<file path="src/rtl/tolp_pkg.sv">
package tolp_pkg;

   // Result status codes
   localparam logic [1:0] ST_OK        = 2'd0;
   localparam logic [1:0] ST_MALFORMED = 2'd1;
   localparam logic [1:0] ST_BAD_BIG   = 2'd2;

   // Configuration register map (word index)
   localparam int unsigned CSR_ADDR_W  = 3;
   localparam logic        REG_MAX_WIN = 1'b0;
   localparam logic [15:0] MAX_WIN_RST = 16'd64;

   // Character codes
   localparam logic [7:0] CHAR_NUL   = 8'h00;
   localparam logic [7:0] CHAR_TAB   = 8'h09;
   localparam logic [7:0] CHAR_CR    = 8'h0D;
   localparam logic [7:0] CHAR_SPACE = 8'h20;
   localparam logic [7:0] CHAR_PLUS  = 8'h2B;
   localparam logic [7:0] CHAR_MINUS = 8'h2D;
   localparam logic [7:0] CHAR_ZERO  = 8'h30;
   localparam logic [7:0] CHAR_ONE   = 8'h31;
   localparam logic [7:0] CHAR_NINE  = 8'h39;
   localparam logic [7:0] CHAR_UC_A  = 8'h41;
   localparam logic [7:0] CHAR_UC_Z  = 8'h5A;
   localparam logic [7:0] CASE_SHIFT = 8'h20;

   // Key matching
   localparam logic [3:0] BIG_LEN    = 4'd7;
   localparam logic [3:0] WIN_LEN    = 4'd10;
   localparam logic [3:0] MATCH_FAIL = 4'd15;

   // Number accumulator saturation point
   localparam logic [16:0] ACCUM_CAP = 17'h10000;
   localparam logic [15:0] WIN_NONE  = 16'd1;

   // Parser phase
   typedef enum logic [2:0] {
      PH_KEY       = 3'b001,
      PH_VAL_START = 3'b010,
      PH_VAL_BODY  = 3'b100
   } phase_type;

   // Kind of value being read
   typedef enum logic [2:0] {
      KIND_OTHER   = 3'b001,
      KIND_BIGFILE = 3'b010,
      KIND_WINDOW  = 3'b100
   } kind_type;

   // Bigfile value progress
   typedef enum logic [2:0] {
      BV_EMPTY = 3'b001,
      BV_ONE   = 3'b010,
      BV_BAD   = 3'b100
   } bv_type;

   // Number scan progress
   typedef enum logic [2:0] {
      NUM_SPACE  = 3'b001,
      NUM_DIGITS = 3'b010,
      NUM_DONE   = 3'b100
   } num_type;

   // Result passed from the parser to the output register
   typedef struct packed {
      logic [1:0]  status;
      logic        bigfile_on;
      logic [15:0] window_size;
   } result_type;

   function automatic logic [7:0] big_key_char(input logic [3:0] pos);
      logic [7:0] ch;
      case (pos)
         4'd0:    ch = 8'h62; // b
         4'd1:    ch = 8'h69; // i
         4'd2:    ch = 8'h67; // g
         4'd3:    ch = 8'h66; // f
         4'd4:    ch = 8'h69; // i
         4'd5:    ch = 8'h6C; // l
         4'd6:    ch = 8'h65; // e
         default: ch = CHAR_NUL;
      endcase
      return ch;
   endfunction

   function automatic logic [7:0] win_key_char(input logic [3:0] pos);
      logic [7:0] ch;
      case (pos)
         4'd0:    ch = 8'h77; // w
         4'd1:    ch = 8'h69; // i
         4'd2:    ch = 8'h6E; // n
         4'd3:    ch = 8'h64; // d
         4'd4:    ch = 8'h6F; // o
         4'd5:    ch = 8'h77; // w
         4'd6:    ch = 8'h73; // s
         4'd7:    ch = 8'h69; // i
         4'd8:    ch = 8'h7A; // z
         4'd9:    ch = 8'h65; // e
         default: ch = CHAR_NUL;
      endcase
      return ch;
   endfunction

endpackage

</file>
<file path="src/rtl/tftp_option_list_parser_core.sv">
// Channel  | Direction | Ports                                   | Transfer
// req      | in        | req_data_byte, req_has_byte, req_last   | req_valid && req_ready
// rsp      | out       | rsp_status, rsp_bigfile_on, rsp_window_size | rsp_valid && rsp_ready
// csr      | in/out    | csr_psel .. csr_prdata (APB)            | psel && penable && pready
//
// One transaction per cycle is sustained while a final byte's result can enter the result register;
// a byte is held in the input register, and a final byte's result is loaded into the result register.
// The parser state update is combinational logic fed back through its own state registers.
// Only a transaction marked last yields a result; others never stall on rsp.
// Reset is synchronous and returns the parser to the start of a packet.
module tftp_option_list_parser_core (
   input  logic                              clock,
   input  logic                              reset,
   input  logic                              req_valid,
   output logic                              req_ready,
   input  logic [7:0]                        req_data_byte,
   input  logic                              req_has_byte,
   input  logic                              req_last,
   output logic                              rsp_valid,
   input  logic                              rsp_ready,
   output logic [1:0]                        rsp_status,
   output logic                              rsp_bigfile_on,
   output logic [15:0]                       rsp_window_size,
   input  logic                              csr_psel,
   input  logic                              csr_penable,
   input  logic                              csr_pwrite,
   input  logic [tolp_pkg::CSR_ADDR_W-1:0]   csr_paddr,
   input  logic [31:0]                       csr_pwdata,
   output logic [31:0]                       csr_prdata,
   output logic                              csr_pready
);

   logic                 in_valid_ff, in_valid_in;
   logic [7:0]           byte_ff, byte_in;
   logic                 has_ff, has_in;
   logic                 last_ff, last_in;
   logic                 rsp_valid_ff, rsp_valid_in;
   tolp_pkg::result_type rsp_ff, rsp_in;
   tolp_pkg::result_type result;
   logic                 advance;
   logic [15:0]          max_window;

   tolp_csr u_csr (
      .clock        (clock),
      .reset        (reset),
      .csr_psel     (csr_psel),
      .csr_penable  (csr_penable),
      .csr_pwrite   (csr_pwrite),
      .csr_paddr    (csr_paddr),
      .csr_pwdata   (csr_pwdata),
      .csr_prdata   (csr_prdata),
      .csr_pready   (csr_pready),
      .max_window_o (max_window)
   );

   // Process the held byte unless its result has nowhere to go
   assign advance   = in_valid_ff && (!last_ff || !rsp_valid_ff || rsp_ready);
   assign req_ready = !in_valid_ff || advance;

   tolp_parse u_parse (
      .clock        (clock),
      .reset        (reset),
      .step_i       (advance),
      .data_byte_i  (byte_ff),
      .has_byte_i   (has_ff),
      .last_i       (last_ff),
      .max_window_i (max_window),
      .result_o     (result)
   );

   // Input register: load on each accepted transaction
   always_comb begin
      in_valid_in = in_valid_ff;
      byte_in     = byte_ff;
      has_in      = has_ff;
      last_in     = last_ff;
      if (req_valid && req_ready) begin
         in_valid_in = 1'b1;
         byte_in     = req_data_byte;
         has_in      = req_has_byte;
         last_in     = req_last;
      end else if (advance) begin
         in_valid_in = 1'b0;
      end
   end

   // Result register: load on a final byte, drop once taken
   always_comb begin
      rsp_valid_in = rsp_valid_ff;
      rsp_in       = rsp_ff;
      if (advance && last_ff) begin
         rsp_valid_in = 1'b1;
         rsp_in       = result;
      end else if (rsp_ready) begin
         rsp_valid_in = 1'b0;
      end
   end

   always_ff @(posedge clock) begin
      if (reset) begin
         in_valid_ff  <= 1'b0;
         rsp_valid_ff <= 1'b0;
      end else begin
         in_valid_ff  <= in_valid_in;
         rsp_valid_ff <= rsp_valid_in;
      end
   end

   always_ff @(posedge clock) begin
      byte_ff <= byte_in;
      has_ff  <= has_in;
      last_ff <= last_in;
      rsp_ff  <= rsp_in;
   end

   assign rsp_valid       = rsp_valid_ff;
   assign rsp_status      = rsp_ff.status;
   assign rsp_bigfile_on  = rsp_ff.bigfile_on;
   assign rsp_window_size = rsp_ff.window_size;

endmodule

</file>
<file path="src/rtl/tolp_csr.sv">
module tolp_csr (
   input  logic                               clock,
   input  logic                               reset,
   input  logic                               csr_psel,
   input  logic                               csr_penable,
   input  logic                               csr_pwrite,
   input  logic [tolp_pkg::CSR_ADDR_W-1:0]    csr_paddr,
   input  logic [31:0]                        csr_pwdata,
   output logic [31:0]                        csr_prdata,
   output logic                               csr_pready,
   output logic [15:0]                        max_window_o
);

   logic [15:0] max_window_ff;
   logic [15:0] max_window_in;
   logic        wr_en;
   logic        sel_max_win;

   assign csr_pready  = 1'b1;
   assign sel_max_win = (csr_paddr[tolp_pkg::CSR_ADDR_W-1] == tolp_pkg::REG_MAX_WIN);
   assign wr_en       = csr_psel && csr_penable && csr_pwrite && csr_pready;

   // Write the window limit on the access phase
   always_comb begin
      max_window_in = max_window_ff;
      if (wr_en && sel_max_win) begin
         max_window_in = csr_pwdata[15:0];
      end
   end

   always_ff @(posedge clock) begin
      if (reset) begin
         max_window_ff <= tolp_pkg::MAX_WIN_RST;
      end else begin
         max_window_ff <= max_window_in;
      end
   end

   // Read back
   assign csr_prdata   = sel_max_win ? {16'd0, max_window_ff} : 32'd0;
   assign max_window_o = max_window_ff;

endmodule

</file>
<file path="src/rtl/tolp_parse.sv">
module tolp_parse (
   input  logic                   clock,
   input  logic                   reset,
   input  logic                   step_i,
   input  logic [7:0]             data_byte_i,
   input  logic                   has_byte_i,
   input  logic                   last_i,
   input  logic [15:0]            max_window_i,
   output tolp_pkg::result_type   result_o
);

   tolp_pkg::phase_type phase_ff, phase_in;
   tolp_pkg::kind_type  kind_ff, kind_in;
   tolp_pkg::bv_type    bv_ff, bv_in;
   tolp_pkg::num_type   num_ff, num_in;
   logic                key_nonempty_ff, key_nonempty_in;
   logic [3:0]          big_pos_ff, big_pos_in;
   logic [3:0]          win_pos_ff, win_pos_in;
   logic                neg_ff, neg_in;
   logic [16:0]         accum_ff, accum_in;
   logic                bigfile_ff, bigfile_in;
   logic [15:0]         window_ff, window_in;
   logic [1:0]          error_ff, error_in;

   logic [7:0]          lc;
   logic                is_space;
   logic                is_sign;
   logic                is_digit;
   logic [3:0]          digit;
   logic [19:0]         accum_x10;
   logic [16:0]         accum_sat;
   logic                win_ok;
   logic                clean;
   tolp_pkg::num_type   num_cur;
   logic                num_skip;

   // Byte classification
   always_comb begin
      lc = data_byte_i;
      if (data_byte_i >= tolp_pkg::CHAR_UC_A && data_byte_i <= tolp_pkg::CHAR_UC_Z) begin
         lc = data_byte_i + tolp_pkg::CASE_SHIFT;
      end
   end

   assign is_space = (data_byte_i == tolp_pkg::CHAR_SPACE) ||
                     (data_byte_i >= tolp_pkg::CHAR_TAB && data_byte_i <= tolp_pkg::CHAR_CR);
   assign is_sign  = (data_byte_i == tolp_pkg::CHAR_PLUS) ||
                     (data_byte_i == tolp_pkg::CHAR_MINUS);
   assign is_digit = (data_byte_i >= tolp_pkg::CHAR_ZERO) &&
                     (data_byte_i <= tolp_pkg::CHAR_NINE);
   assign digit    = 4'(data_byte_i - tolp_pkg::CHAR_ZERO);

   // Decimal accumulate: times ten by shift and add, then saturate
   assign accum_x10 = ({3'd0, accum_ff} << 3) + ({3'd0, accum_ff} << 1) + {16'd0, digit};
   assign accum_sat = (accum_x10 > {3'd0, tolp_pkg::ACCUM_CAP}) ? tolp_pkg::ACCUM_CAP
                                                                 : accum_x10[16:0];

   assign win_ok = !neg_ff && (accum_ff != 17'd0) && (accum_ff <= {1'b0, max_window_i});

   // Per-byte update, result and end-of-packet clear
   always_comb begin
      phase_in        = phase_ff;
      kind_in         = kind_ff;
      bv_in           = bv_ff;
      num_in          = num_ff;
      key_nonempty_in = key_nonempty_ff;
      big_pos_in      = big_pos_ff;
      win_pos_in      = win_pos_ff;
      neg_in          = neg_ff;
      accum_in        = accum_ff;
      bigfile_in      = bigfile_ff;
      window_in       = window_ff;
      error_in        = error_ff;
      num_cur         = num_ff;
      num_skip        = 1'b0;
      clean           = 1'b0;
      result_o        = '0;

      if (step_i && has_byte_i && error_ff == tolp_pkg::ST_OK) begin
         unique case (phase_ff)
            tolp_pkg::PH_KEY: begin
               if (data_byte_i == tolp_pkg::CHAR_NUL) begin
                  // Key terminated: pick the value handler
                  if (big_pos_ff == tolp_pkg::BIG_LEN) begin
                     kind_in = tolp_pkg::KIND_BIGFILE;
                  end else if (win_pos_ff == tolp_pkg::WIN_LEN) begin
                     kind_in = tolp_pkg::KIND_WINDOW;
                  end else begin
                     kind_in = tolp_pkg::KIND_OTHER;
                  end
                  phase_in = tolp_pkg::PH_VAL_START;
               end else begin
                  // Advance both key matchers
                  key_nonempty_in = 1'b1;
                  if (big_pos_ff >= tolp_pkg::BIG_LEN ||
                      lc != tolp_pkg::big_key_char(big_pos_ff)) begin
                     big_pos_in = tolp_pkg::MATCH_FAIL;
                  end else begin
                     big_pos_in = big_pos_ff + 4'd1;
                  end
                  if (win_pos_ff >= tolp_pkg::WIN_LEN ||
                      lc != tolp_pkg::win_key_char(win_pos_ff)) begin
                     win_pos_in = tolp_pkg::MATCH_FAIL;
                  end else begin
                     win_pos_in = win_pos_ff + 4'd1;
                  end
               end
            end
            tolp_pkg::PH_VAL_START, tolp_pkg::PH_VAL_BODY: begin
               if (data_byte_i == tolp_pkg::CHAR_NUL) begin
                  // Value terminated: commit, or flag a bad bigfile value
                  if (kind_ff == tolp_pkg::KIND_BIGFILE && bv_ff != tolp_pkg::BV_ONE) begin
                     error_in = tolp_pkg::ST_BAD_BIG;
                  end else begin
                     if (kind_ff == tolp_pkg::KIND_BIGFILE) begin
                        bigfile_in = 1'b1;
                     end
                     if (kind_ff == tolp_pkg::KIND_WINDOW && win_ok) begin
                        window_in = accum_ff[15:0];
                     end
                     phase_in        = tolp_pkg::PH_KEY;
                     key_nonempty_in = 1'b0;
                     big_pos_in      = 4'd0;
                     win_pos_in      = 4'd0;
                     kind_in         = tolp_pkg::KIND_OTHER;
                     bv_in           = tolp_pkg::BV_EMPTY;
                     num_in          = tolp_pkg::NUM_SPACE;
                     neg_in          = 1'b0;
                     accum_in        = 17'd0;
                  end
               end else begin
                  phase_in = tolp_pkg::PH_VAL_BODY;
                  unique case (kind_ff)
                     tolp_pkg::KIND_BIGFILE: begin
                        if (bv_ff == tolp_pkg::BV_EMPTY && data_byte_i == tolp_pkg::CHAR_ONE) begin
                           bv_in = tolp_pkg::BV_ONE;
                        end else begin
                           bv_in = tolp_pkg::BV_BAD;
                        end
                     end
                     tolp_pkg::KIND_WINDOW: begin
                        // Skip leading space, take a sign, then digits
                        if (num_ff == tolp_pkg::NUM_SPACE) begin
                           if (is_space) begin
                              num_skip = 1'b1;
                           end else if (is_sign) begin
                              neg_in   = (data_byte_i == tolp_pkg::CHAR_MINUS);
                              num_in   = tolp_pkg::NUM_DIGITS;
                              num_skip = 1'b1;
                           end else begin
                              num_cur = tolp_pkg::NUM_DIGITS;
                           end
                        end
                        if (!num_skip && num_cur == tolp_pkg::NUM_DIGITS) begin
                           if (is_digit) begin
                              accum_in = accum_sat;
                              num_in   = tolp_pkg::NUM_DIGITS;
                           end else begin
                              num_in = tolp_pkg::NUM_DONE;
                           end
                        end
                     end
                     tolp_pkg::KIND_OTHER: begin
                        // Unknown option: ignore the value
                     end
                     default: begin
                     end
                  endcase
               end
            end
            default: begin
            end
         endcase
      end

      // Result on the final transaction of a packet
      clean = (phase_in == tolp_pkg::PH_KEY || phase_in == tolp_pkg::PH_VAL_START) &&
              !key_nonempty_in;
      if (error_in != tolp_pkg::ST_OK) begin
         result_o.status = error_in;
      end else if (clean) begin
         result_o.status = tolp_pkg::ST_OK;
      end else begin
         result_o.status = tolp_pkg::ST_MALFORMED;
      end
      result_o.bigfile_on  = (result_o.status == tolp_pkg::ST_OK) ? bigfile_in : 1'b0;
      result_o.window_size = (result_o.status == tolp_pkg::ST_OK) ? window_in
                                                                   : tolp_pkg::WIN_NONE;

      // Clear everything for the next packet
      if (step_i && last_i) begin
         phase_in        = tolp_pkg::PH_KEY;
         key_nonempty_in = 1'b0;
         big_pos_in      = 4'd0;
         win_pos_in      = 4'd0;
         kind_in         = tolp_pkg::KIND_OTHER;
         bv_in           = tolp_pkg::BV_EMPTY;
         num_in          = tolp_pkg::NUM_SPACE;
         neg_in          = 1'b0;
         accum_in        = 17'd0;
         bigfile_in      = 1'b0;
         window_in       = tolp_pkg::WIN_NONE;
         error_in        = tolp_pkg::ST_OK;
      end
   end

   always_ff @(posedge clock) begin
      if (reset) begin
         phase_ff        <= tolp_pkg::PH_KEY;
         kind_ff         <= tolp_pkg::KIND_OTHER;
         bv_ff           <= tolp_pkg::BV_EMPTY;
         num_ff          <= tolp_pkg::NUM_SPACE;
         key_nonempty_ff <= 1'b0;
         big_pos_ff      <= 4'd0;
         win_pos_ff      <= 4'd0;
         neg_ff          <= 1'b0;
         accum_ff        <= 17'd0;
         bigfile_ff      <= 1'b0;
         window_ff       <= tolp_pkg::WIN_NONE;
         error_ff        <= tolp_pkg::ST_OK;
      end else begin
         phase_ff        <= phase_in;
         kind_ff         <= kind_in;
         bv_ff           <= bv_in;
         num_ff          <= num_in;
         key_nonempty_ff <= key_nonempty_in;
         big_pos_ff      <= big_pos_in;
         win_pos_ff      <= win_pos_in;
         neg_ff          <= neg_in;
         accum_ff        <= accum_in;
         bigfile_ff      <= bigfile_in;
         window_ff       <= window_in;
         error_ff        <= error_in;
      end
   end

`ifndef SYNTHESIS
   a_clear_after_last: assert property (@(posedge clock) disable iff (reset)
      step_i && last_i |=> phase_ff == tolp_pkg::PH_KEY && !key_nonempty_ff &&
                           error_ff == tolp_pkg::ST_OK && window_ff == tolp_pkg::WIN_NONE)
      else $error("parser state not cleared after final transaction");

   a_window_nonzero: assert property (@(posedge clock) disable iff (reset)
      window_ff != 16'd0)
      else $error("stored window size is zero");

   a_no_stored_malformed: assert property (@(posedge clock) disable iff (reset)
      error_ff != tolp_pkg::ST_MALFORMED)
      else $error("malformed status latched mid-packet");

   a_error_result: assert property (@(posedge clock) disable iff (reset)
      step_i && last_i && result_o.status != tolp_pkg::ST_OK |->
         !result_o.bigfile_on && result_o.window_size == tolp_pkg::WIN_NONE)
      else $error("error result carries option values");
`endif

endmodule
</file>
<file path="config.mk">
export PLATFORM = sky130hd
export DESIGN_NAME = tftp_option_list_parser_core
export DESIGN_NICKNAME = d
export VERILOG_FILES = /design/src/rtl/tolp_pkg.sv /design/src/rtl/tftp_option_list_parser_core.sv /design/src/rtl/tolp_csr.sv /design/src/rtl/tolp_parse.sv
export SDC_FILE = /design/constraint.sdc
export NUM_CORES = 1
export LEC_CHECK = 0
export BUFFER_PORTS_ARGS = -buffer_cell sky130_fd_sc_hd__buf_2
export CAP_MARGIN = 20
export CORE_UTILIZATION = 39
export DETAILED_ROUTE_END_ITERATION = 12
export REMOVE_ABC_BUFFERS = 1
export SYNTH_ARGS = -nofsm -noshare
export SYNTH_HDL_FRONTEND = slang
export SYNTH_HIERARCHICAL = 1
export SYNTH_SLANG_ARGS = --single-unit
export TNS_END_PERCENT = 1
</file>
<file path="constraint.sdc">
create_clock -name clock -period 6.7 [get_ports clock]
set_input_delay 0.67 -clock clock [delete_from_list [all_inputs] [get_ports clock]]
set_output_delay 0.67 -clock clock [all_outputs]
set_load 0.02 [all_outputs]
</file>
# Word-level counts from Yosys, hierarchy flattened
# Memories as Yosys holds them, arrays and structs flattened. A register that Yosys moved wholly into a read port is not among the register bits.
# Index checks and enable logic that the tools add are counted.
# word_totals
register_bits	105
mem_bits_ro	112
input_bits	52
wordCells	220
mem_count	1
# op_classes
add_sub_neg	6
magnitude_cmp	10
n_eq_ne	32
mux	91
bitwise	1
reduce_logical	58
# memory_table
memory	depth	word_bits	rd	rd_clocked_by_memory_dff	write_ports	line_no	text
(no name shown)	16	7	1	1	0	tolp_pkg.sv:88	case (pos)
# op_table
operator	count
$mux W17	6
$mux W16	6
$mux W3	26
$mux W8	7
$pmux W7 S6	1
$eq A8 B6 Y1 const B	4
$mux W4	8
$mux W1	27
$add A20 B18 Y20	1
$add A20 B4 Y20	1
$gt A20 B17 Y1 const B	1
$reduce_bool A2 Y1	10
$logic_and A1 B1 Y1	18
$le A17 B16 Y1	1
$reduce_bool A17 Y1	1
$eq A4 B3 Y1 const B	4
$ne A8 B8 Y1	2
$pmux W4 S2	2
$reduce_and A7 Y1	2
$eq A3 B1 Y1 const B	4
$eq A3 B2 Y1 const B	4
$pmux W3 S2	2
$mux W2	5
$reduce_and A5 Y1	2
other kinds (30)	53

# Longest topological paths before layout
# Gate-level depths: netlist of run 1.
# depth
word_depth	14
depth_mapped	15
ltp_nobuf	14

# By module
# Netlist of run 1, hierarchy kept.
# modules_own_cells
module	instances	cells_per_inst	area_per_inst_um2	seq_area_each_um2
tolp_parse	1	700	5427.7	1281.2
tolp_csr	1	106	982.2	320.3
tftp_option_list_parser_core	1	41	974.7	910.9

# Least setup slack after synthesis of run 1
# OpenSTA, ideal clock, no wires.
# synth_path
path_kind	flip-flop to flip-flop
start	register byte_ff[3]
end	register u_parse.accum_ff[0]
t_arrival_ns	3.932
path_slack_ns	2.707
stages_incl_launch_ff	14
synth_period_minus_slack_ns	3.993
path_cell_list	edfxtp_1 > clkbuf_1 > inv_1 > fa_1 > fa_1 > nor2b_1 > o22ai_1 > xnor2_1 > or4_1 > or4b_1 > nor4_1 > a41o_1 > buf_1 > a32o_1
# synth_between
elab_chain_cells	13
word_cells_on_any_way	42
# synth_rtl
item	line_no	text
from (decl)	tftp_option_list_parser_core.sv:34	logic [7:0] byte_ff, byte_in;
from (signal assigned)	tftp_option_list_parser_core.sv:110	byte_ff <= byte_in;
parallel branches: the longest is 13 deep, another holds $add A20 B4 Y20	--	
to (signal assigned)	tolp_parse.sv:230	accum_ff <= accum_in;
to (decl)	tolp_parse.sv:20	logic [16:0] accum_ff, accum_in;
# Parallel ways; which one is timed is not known. The select of a mux whose other input is x is not followed.
# A chain may end at the register's enable or synchronous reset.

# Final worst setup path of run 1
# layout_path
start	register byte_ff[3]
end	register u_parse.accum_ff[1]
# Same word-level chain as after synthesis.

==> results of run 1 <==
==> kinds of logic (layout without fill, tap and decap cells) <==
kind of cell,Yosys count,after routing,share of synthesized area
other,2,17,0.00102
flip-flops,111,111,0.340
AND/OR/NAND/NOR,298,298,0.219
XOR/XNOR,23,23,0.0273
buffers and inverters,123,151,0.0757
adder cells (fa/ha/maj),62,62,0.107
AO/OA/AOI/OAI,207,207,0.201
multiplexers,21,21,0.0286
==> synth_stat cells (4+ instances only) <==
| cell | n |
|---|---|
| a211o_1 | 5 |
| a211oi_1 | 24 |
| a21o_1 | 13 |
| a21oi_1 | 29 |
| a311oi_1 | 18 |
| a31oi_1 | 8 |
| a32o_1 | 10 |
| and2_1 | 9 |
| and2b_2 | 6 |
| and3_1 | 6 |
| buf_4 | 17 |
| clkbuf_1 | 40 |
| dfxtp_1 | 82 |
| edfxtp_1 | 29 |
| ha_1 | 60 |
| inv_1 | 59 |
| mux2i_1 | 20 |
| nand2_1 | 45 |
| nand2b_1 | 36 |
| nand3_1 | 33 |
| nand4_1 | 11 |
| nor2_1 | 75 |
| nor2b_1 | 19 |
| nor3_1 | 14 |
| nor4_1 | 7 |
| o21a_1 | 7 |
| o21ai_0 | 27 |
| o21ai_1 | 16 |
| o21bai_1 | 4 |
| o22ai_1 | 5 |
| or3_1 | 5 |
| or4_1 | 4 |
| xnor2_1 | 13 |
| xor2_1 | 10 |
==> state kept, by name (all words and copies together) (netlist names), named ones only <==
register,count
u_parse/kind_ff,3
rsp_bigfile_on,1
u_parse/bv_ff,3
u_parse/neg_ff,1
has_ff,1
u_parse/window_ff,16
u_csr/max_window_o,16
u_parse/accum_ff,17
rsp_valid,1
byte_ff,8
u_parse/phase_ff,3
rsp_window_size,16
u_parse/num_ff,3
u_parse/win_pos_ff,4
last_ff,1
u_parse/error_ff,2
u_parse/key_nonempty_ff,1
u_parse/bigfile_ff,1
rsp_status,2
u_parse/big_pos_ff,4
in_valid_ff,1
==> power groups by stage <==
| stage | Clock [µW] | Sequential, µW | Combinational (µW) |
|---|---|---|---|
| floorplan | 0 | 733 | 83.5 |
| global placement | 0 | 735 | 124 |
| detailed placement | 0 | 735 | 125 |
| CTS | 569 | 719 | 126 |
| global route | 597 | 722 | 142 |
| finish | 554 | 719 | 127 |
==> metrics by stage <==
| step | area (µm²) | util | total power [µW] | hold WS (ns) |
|---|---|---|---|---|
| after floorplan | 7100 | - | 817 | 0.427 |
| after global placement | 7780 | 0.426 | 859 | 0.460 |
| after global routing | 8100 | 0.443 | 1460 | 0.475 |
| after detailed placement | 7780 | 0.426 | 860 | 0.456 |
| after CTS | 8080 | 0.442 | 1410 | 0.467 |
| final | 8100 | 0.443 | 1400 | 0.477 |
==> worst max-delay path: stages, from the launching register on <==
cell      delay [ns]
edfxtp_1        0.65
inv_1           0.15
fa_1            0.56
fa_1            0.48
nor2b_1         0.21
o2111a_1        0.24
o31ai_1         0.08
a311oi_1        0.53
or4b_1          0.50
nor4_1          0.22
a41o_1          0.43
a32o_1          0.23
==> layout make-up <==
cell class / count / area, µm²
fillers: 1818 / 10200
multi-input cells: 628 / 4380
flip-flops and latches: 111 / 2510
repair buffers: 76 / 403
well taps: 229 / 287
clock buffers: 10 / 229
inverters: 59 / 221
clock inverters: 6 / 68.8
==> worst paths after layout <==
path | slack (ns) | depth (start not counted) | to | from
worst min-delay path | 0.48 | 1 | byte_ff[1]$_DFFE_PP_ | req_data_byte[1]
worst max register to register | 2.34 | 11 | u_parse/accum_ff[1]$_SDFFE_PP0P_ | byte_ff[3]$_DFFE_PP_
worst max-delay path | 2.34 | 11 | u_parse/accum_ff[1]$_SDFFE_PP0P_ | byte_ff[3]$_DFFE_PP_
worst min register to register | 0.48 | 2 | u_parse/bv_ff[0]$_SDFFE_PP1P_ | u_parse/bv_ff[0]$_SDFFE_PP1P_
==> metal layers <==
layer  global-route usage  wire [µm]
met3               0.0317        699
met4               0.0573        190
met5                    0          0
met2                0.289       7560
met1                0.253       8610
==> results.toml, run 1 <==
[status]
status = "finished clean"

[routing]
drc = 0
wl_per_cell_um = 15.2
via_per_inst = 5.53
dr_total_vias = 6188
dr.pass1.iters = 5
drt_iter0_markers = 457
drt-total-wl_um = 17100
ant_nets = 0

[cts]
cts_buffers = 9
holdBufCountCts = 0
h-tree-depth = 3
post-cts-setup-buffer-count = 0
clk_latency_ns = 0.37
clockRootBuffer = "clkbuf_16"
cts_resized = 0
cts_tree = "done"
clkSinkCount = 111
path_clk_slew_ns = 0.07
cts_buffer_depth = 2

[pwr]
pwr-share-seq = 0.514
combPwrFrac = 0.090
swShare = 0.254
p_int_uw = 1040
p_sw_uw = 356
p_clk_frac = 0.396
ir_worst_vdd_uv = 129
power_density_nw_per_um2 = 173
cellLeakagePower_uw = 0.00341

[global_routing]
gr-usage-all-layers = 0.183
grt_max_degree = 48
overflow = 0
antenna_found_initial = 0
grt_pass1_wl_um = 28700
grt_pass1_vias = 5673

[placement]
place.port_buffers = 70
pre_cts_ws_ns = 2.20
placed_cells = 1102
hpwl_um = 12300
place_congestion = 0.793

[sta]
worst_slack_ns = 2.34
setup_viol = 0
finalHoldViolations = 0
final.min_clock_period_ns = 4.36
slew_headroom = 0.322
fin_tns_setup_ns = 0
worst_pin_slew_ns = 1.01
skew_ns = 0.0120
period_share = 0.651
slew_viol_final = 0
max_freq_ghz = 0.229
rsz0062_at_grt = "false"

[die]
die_area_um2 = 19500
die_h_um = 140
rows = 49
start_util = 0.404
fp.dieW_um = 140
io_pins = 106
core_area_um2 = 18300

[logic_synthesis]
synthCells = 847
yosys.area.top_type_share = 0.222
synth_area_leaders = "dfxtp_1 (22%), edfxtp_1 (12%), ha_1 (10%)"
yosysWarnings = 6
synth_edf_count = 29
syn_area_um2 = 7380
ys_types = 83
yosys.area.top_type = "dfxtp_1"
synth_flop_cell = "dfxtp_1"
ys_ff_latch = 111
ys_seq_area_frac = 0.340
syn_area_per_cell_um2 = 8.72
synthArstFlopShare = 0

[setup_path]
crit_type = "reg2reg"
arrival_ns = 4.66
cp_max_fo = 12
critPathLaunchType = "flip-flop"
end_kind = "flip-flop"
required_ns = 6.99

[flow_run]
maxCapViolCount = 0

[final_layout]
fin_nets = 999
syn_to_final_growth_pct = 9.64
diodes = 0
final_cell_mix = "dfxtp_1 (82), nor2_1 (74), buf_2 (70)"
final_common_cell = "dfxtp_1"
layout-drive-gt1-share = 0.130
instances_no_fill = 1119

[hold_path]
hp-class = "in2reg"
Power figures use the tool's default switching activity.
==> inputs of run 2 (changes only) <==
Clock period 6.7 ns to 4.1 ns, I/O delays scaled along.
==> results.toml, run 2 (same netlist as run 1, synthesis figures left out) <==
[status]
status = "finished clean"

[pwr]
pwr-share-seq = 0.513
power_density_nw_per_um2 = 275
combPwrFrac = 0.100
swShare = 0.247
p_sw_uw = 562
p_int_uw = 1710
cellLeakagePower_uw = 0.00353
p_clk_frac = 0.387
ir_worst_vdd_uv = 200

[placement]
placed_cells = 1128
place.port_buffers = 70
place_congestion = 0.905
hpwl_um = 13200

[routing]
dr.pass1.iters = 5
via_per_inst = 5.50
drt-total-wl_um = 17900
drt_iter0_markers = 482
wl_met2_um = 7810
routed.top_layer = "met4"
dr_total_vias = 6290
ant_nets = 0
drc = 0
wl_met1_um = 8900
wl_met3_um = 895
wl_per_cell_um = 15.6

[hold_path]
hp-class = "in2reg"
min_from = "req_data_byte[1]"
holdPathEnd = "byte_ff[1]$_DFFE_PP_"
whs_path_depth = 1

[cts]
clk_latency_ns = 0.36
cts_buffer_depth = 2
path_clk_slew_ns = 0.07
cts_resized = 0
clockRootBuffer = "clkbuf_16"
holdBufCountCts = 0
cts_tree = "done"
cts_buffers = 9
h-tree-depth = 3
post-cts-setup-buffer-count = 0
clkSinkCount = 111

[final_layout]
final.fill_count = 1817
layout-drive-gt1-share = 0.151
instances_no_fill = 1144
syn_to_final_growth_pct = 11.9
top_register = "u_parse/accum_ff"
final_common_cell = "dfxtp_1"
fin_nets = 1024
largest_register_ffs = 17
final_cell_mix = "dfxtp_1 (82), nor2_1 (74), buf_2 (70)"
final_util = 0.452
diodes = 0

[setup_path]
end_kind = "flip-flop"
ff2ff_path_depth = 11
r2r_start = "u_parse/accum_ff[0]$_SDFFE_PP0P_"
critPathLaunchType = "flip-flop"
cp_max_fo = 10
timing.rr.end = "u_parse/accum_ff[5]$_SDFFE_PP0P_"
required_ns = 4.40
arrival_ns = 4.19
crit_type = "reg2reg"
reg2reg_slack_ns = 0.21

[sta]
rsz0062_at_grt = "false"
final.min_clock_period_ns = 3.89
finalHoldViolations = 0
setup_viol = 0
whs_ns = 0.229
fin_tns_setup_ns = 0
max_freq_ghz = 0.257
period_share = 0.950
slew_headroom = 0.365
slew_viol_final = 0
worst_pin_slew_ns = 0.952
skew_ns = 0.0118

[die]
io_pins = 106
die_h_um = 140
rows = 49
start_util = 0.404
core_area_um2 = 18300
fp.dieW_um = 140
die_area_um2 = 19500

[global_routing]
grt_max_degree = 48
overflow = 0
antenna_found_initial = 0
gr-usage-all-layers = 0.188
grt_pass1_wl_um = 29600
grt_pass1_vias = 5895

[flow_run]
maxCapViolCount = 0
## run 2: cell types whose count changed in the layout (fill, tap and decap cells not counted), sizes merged
cell	delta
inv	-1
clkinvlp	-1
clkinv	-1
buf	+25
clkbuf	+3
## run 2: layout make-up
type	instances	area, µm²	share of cell area
multi-input cells	628	4380	0.530
flip-flops and latches	111	2510	0.304
repair buffers	101	583	0.0706
well taps	229	287	0.0347
clock buffers	13	240	0.0291
inverters	59	221	0.0268
clock inverters	3	43.8	0.00530
## run 2: stage by stage
| stage | setup WS, ns | power, µW | area, µm² |
|---|---|---|---|
| 4_1_cts | 0.204 | 2290 | 8260 |
| 3_3_place_gp | 0.282 | 1410 | 7980 |
| 6_report | 0.205 | 2270 | 8260 |
| 2_1_floorplan | -0.246 | 1340 | 7100 |
| 5_1_grt | 0.000565 | 2370 | 8260 |
| 3_5_place_dp | 0.213 | 1420 | 7980 |
## run 2: how the worst max path moves through the flow
stage                                                start                          endpoint  slack [ns]  cells past startpoint
after floorplan                                  rsp_ready     rsp_window_size[10]$_DFFE_PP_       -0.25                      9
after global placement    u_parse/accum_ff[0]$_SDFFE_PP0P_  u_parse/accum_ff[2]$_SDFFE_PP0P_        0.28                     11
after detailed placement  u_parse/accum_ff[0]$_SDFFE_PP0P_  u_parse/accum_ff[5]$_SDFFE_PP0P_        0.21                     11
after CTS                 u_parse/accum_ff[0]$_SDFFE_PP0P_  u_parse/accum_ff[5]$_SDFFE_PP0P_        0.20                     11
after global routing      u_parse/accum_ff[0]$_SDFFE_PP0P_  u_parse/accum_ff[5]$_SDFFE_PP0P_      0.0006                     11
final                     u_parse/accum_ff[0]$_SDFFE_PP0P_  u_parse/accum_ff[5]$_SDFFE_PP0P_        0.21                     11
## run 2: power groups by stage
stage | Sequential, µW | Clock [µW] | Combinational, µW
2_1_floorplan | 1200 | 0 | 136
3_3_place_gp | 1190 | 0 | 222
3_5_place_dp | 1190 | 0 | 225
4_1_cts | 1170 | 902 | 226
5_1_grt | 1170 | 948 | 251
6_report | 1170 | 880 | 226
## run 2: critical path, stage by stage (launching register included)
cell	delay, ns
dfxtp_1	0.31
inv_1	0.17
fa_1	0.49
fa_1	0.48
nor2b_1	0.22
o22ai_1	0.13
xnor2_1	0.15
or4_1	0.53
or4b_1	0.48
nor4_1	0.20
a41o_1	0.45
a32o_1	0.23
## run 2: routing by layer
layer | GRT usage | up-vias
met5 | 0 | -
met4 | 0.0509 | 0
met3 | 0.0313 | 22
met2 | 0.295 | 173
met1 | 0.265 | 2922
li1 | - | 3173
==> inputs of run 3 (changes only) <==
Settings changed: CTS_BUF_LIST from default to sky130_fd_sc_hd__clkbuf_16.
==> results.toml, run 3 (same netlist as run 1, synthesis figures left out) <==
[die]
core_area_um2 = 18300
die_area_um2 = 19500
die_h_um = 140
rows = 49
io_pins = 106
fp.dieW_um = 140
start_util = 0.404

[final_layout]
final_cell_mix = "dfxtp_1 (82), nor2_1 (74), buf_2 (70)"
register_area_um2 = 2510
largest_register_ffs = 17
fin_nets = 1024
layout-drive-gt1-share = 0.151
final.fill_count = 1817
top_register = "u_parse/accum_ff"
diodes = 0
final_common_cell = "dfxtp_1"
syn_to_final_growth_pct = 11.9
multi_input_area_um2 = 4380

[routing]
dr_total_vias = 6304
dr.pass1.iters = 5
drc = 0
drt_iter0_markers = 454
wl_per_cell_um = 15.6
drt-total-wl_um = 17900
via_per_inst = 5.51
ant_nets = 0

[sta]
finalHoldViolations = 0
slew_viol_final = 0
skew_ns = 0.0107
period_share = 0.950
slew_headroom = 0.365
max_freq_ghz = 0.257
final.min_clock_period_ns = 3.89
worst_pin_slew_ns = 0.952
worst_slack_ns = 0.205
setup_viol = 0
whs_ns = 0.228
rsz0062_at_grt = "false"

[setup_path]
required_ns = 4.40
arrival_ns = 4.19
cp_max_fo = 10
ff2ff_path_depth = 11
crit_type = "reg2reg"
critPathLaunchType = "flip-flop"
end_kind = "flip-flop"

[cts]
cts_tree = "done"
post-cts-setup-buffer-count = 0
clockRootBuffer = "clkbuf_16"
cts_buffers = 9
clkSinkCount = 111
clk_latency_ns = 0.36
h-tree-depth = 3
cts_buffer_depth = 2
cts_resized = 0
path_clk_slew_ns = 0.07
holdBufCountCts = 0

[hold_path]
whs_path_depth = 1
hp-class = "in2reg"

[placement]
place.port_buffers = 70
pre_cts_ws_ns = 0.213
hpwl_um = 13200
place_congestion = 0.905

[global_routing]
antenna_found_initial = 0
grt_pass1_wl_um = 29600
grt_pass1_vias = 5901
gr-usage-all-layers = 0.188
grt_max_degree = 48
overflow = 0

[flow_run]
maxCapViolCount = 0

[pwr]
cellLeakagePower_uw = 0.00354
ir_worst_vdd_uv = 200
power_density_nw_per_um2 = 274

[status]
status = "finished clean"
## run 3: layer usage
metal	GRT usage	up-vias	routed length, µm
met2	0.295	164	7850
met5	0	-	0
li1	-	3178	-
met3	0.0313	22	850
met4	0.0509	0	257
met1	0.265	2940	8900
## run 3: where the power goes
| group | internal [µW] | switching [µW] | leakage (µW) |
|---|---|---|---|
| Clock | 467 | 403 | 0.000155 |
| Combinational | 86.3 | 140 | 0.00245 |
| Sequential | 1150 | 19.0 | 0.000939 |
## run 3: path summary, 6_finish.rpt
path	startpoint	to	slack (ns)
max	u_parse/accum_ff[0]$_SDFFE_PP0P_	u_parse/accum_ff[5]$_SDFFE_PP0P_	0.21
min	req_data_byte[1]	byte_ff[1]$_DFFE_PP_	0.23
min reg2reg	u_parse/bv_ff[0]$_SDFFE_PP1P_	u_parse/bv_ff[0]$_SDFFE_PP1P_	0.48
max reg2reg	u_parse/accum_ff[0]$_SDFFE_PP0P_	u_parse/accum_ff[5]$_SDFFE_PP0P_	0.21
## run 3: cell type report
type	count	share of cell area
clock buffer	9	0.0273
clock inverter	7	0.00712
inverter	59	0.0268
multi-input combinational	628	0.530
sequential	111	0.304
tap	229	0.0347
timing repair buffer	101	0.0706
## run 3: worst max-delay path: stages (launching register included)
cell and delay, ns:
dfxtp_1 0.31, inv_1 0.17, fa_1 0.49, fa_1 0.48, nor2b_1 0.22, o22ai_1 0.13
xnor2_1 0.15, or4_1 0.53, or4b_1 0.48, nor4_1 0.20, a41o_1 0.45, a32o_1 0.23
## run 3: through the flow
step / TNS [ns] / total power [µW] / util / cell area (µm²) / instances
after floorplan: -4.69 / 1340 / - / 7100 / 798
after global placement: 0 / 1410 / 0.437 / 7980 / 1128
after detailed placement: 0 / 1420 / 0.437 / 7980 / 1128
after CTS: 0 / 2280 / 0.452 / 8260 / 1144
after global routing: 0 / 2360 / 0.452 / 8260 / 1144
final: 0 / 2260 / 0.452 / 8260 / 1144
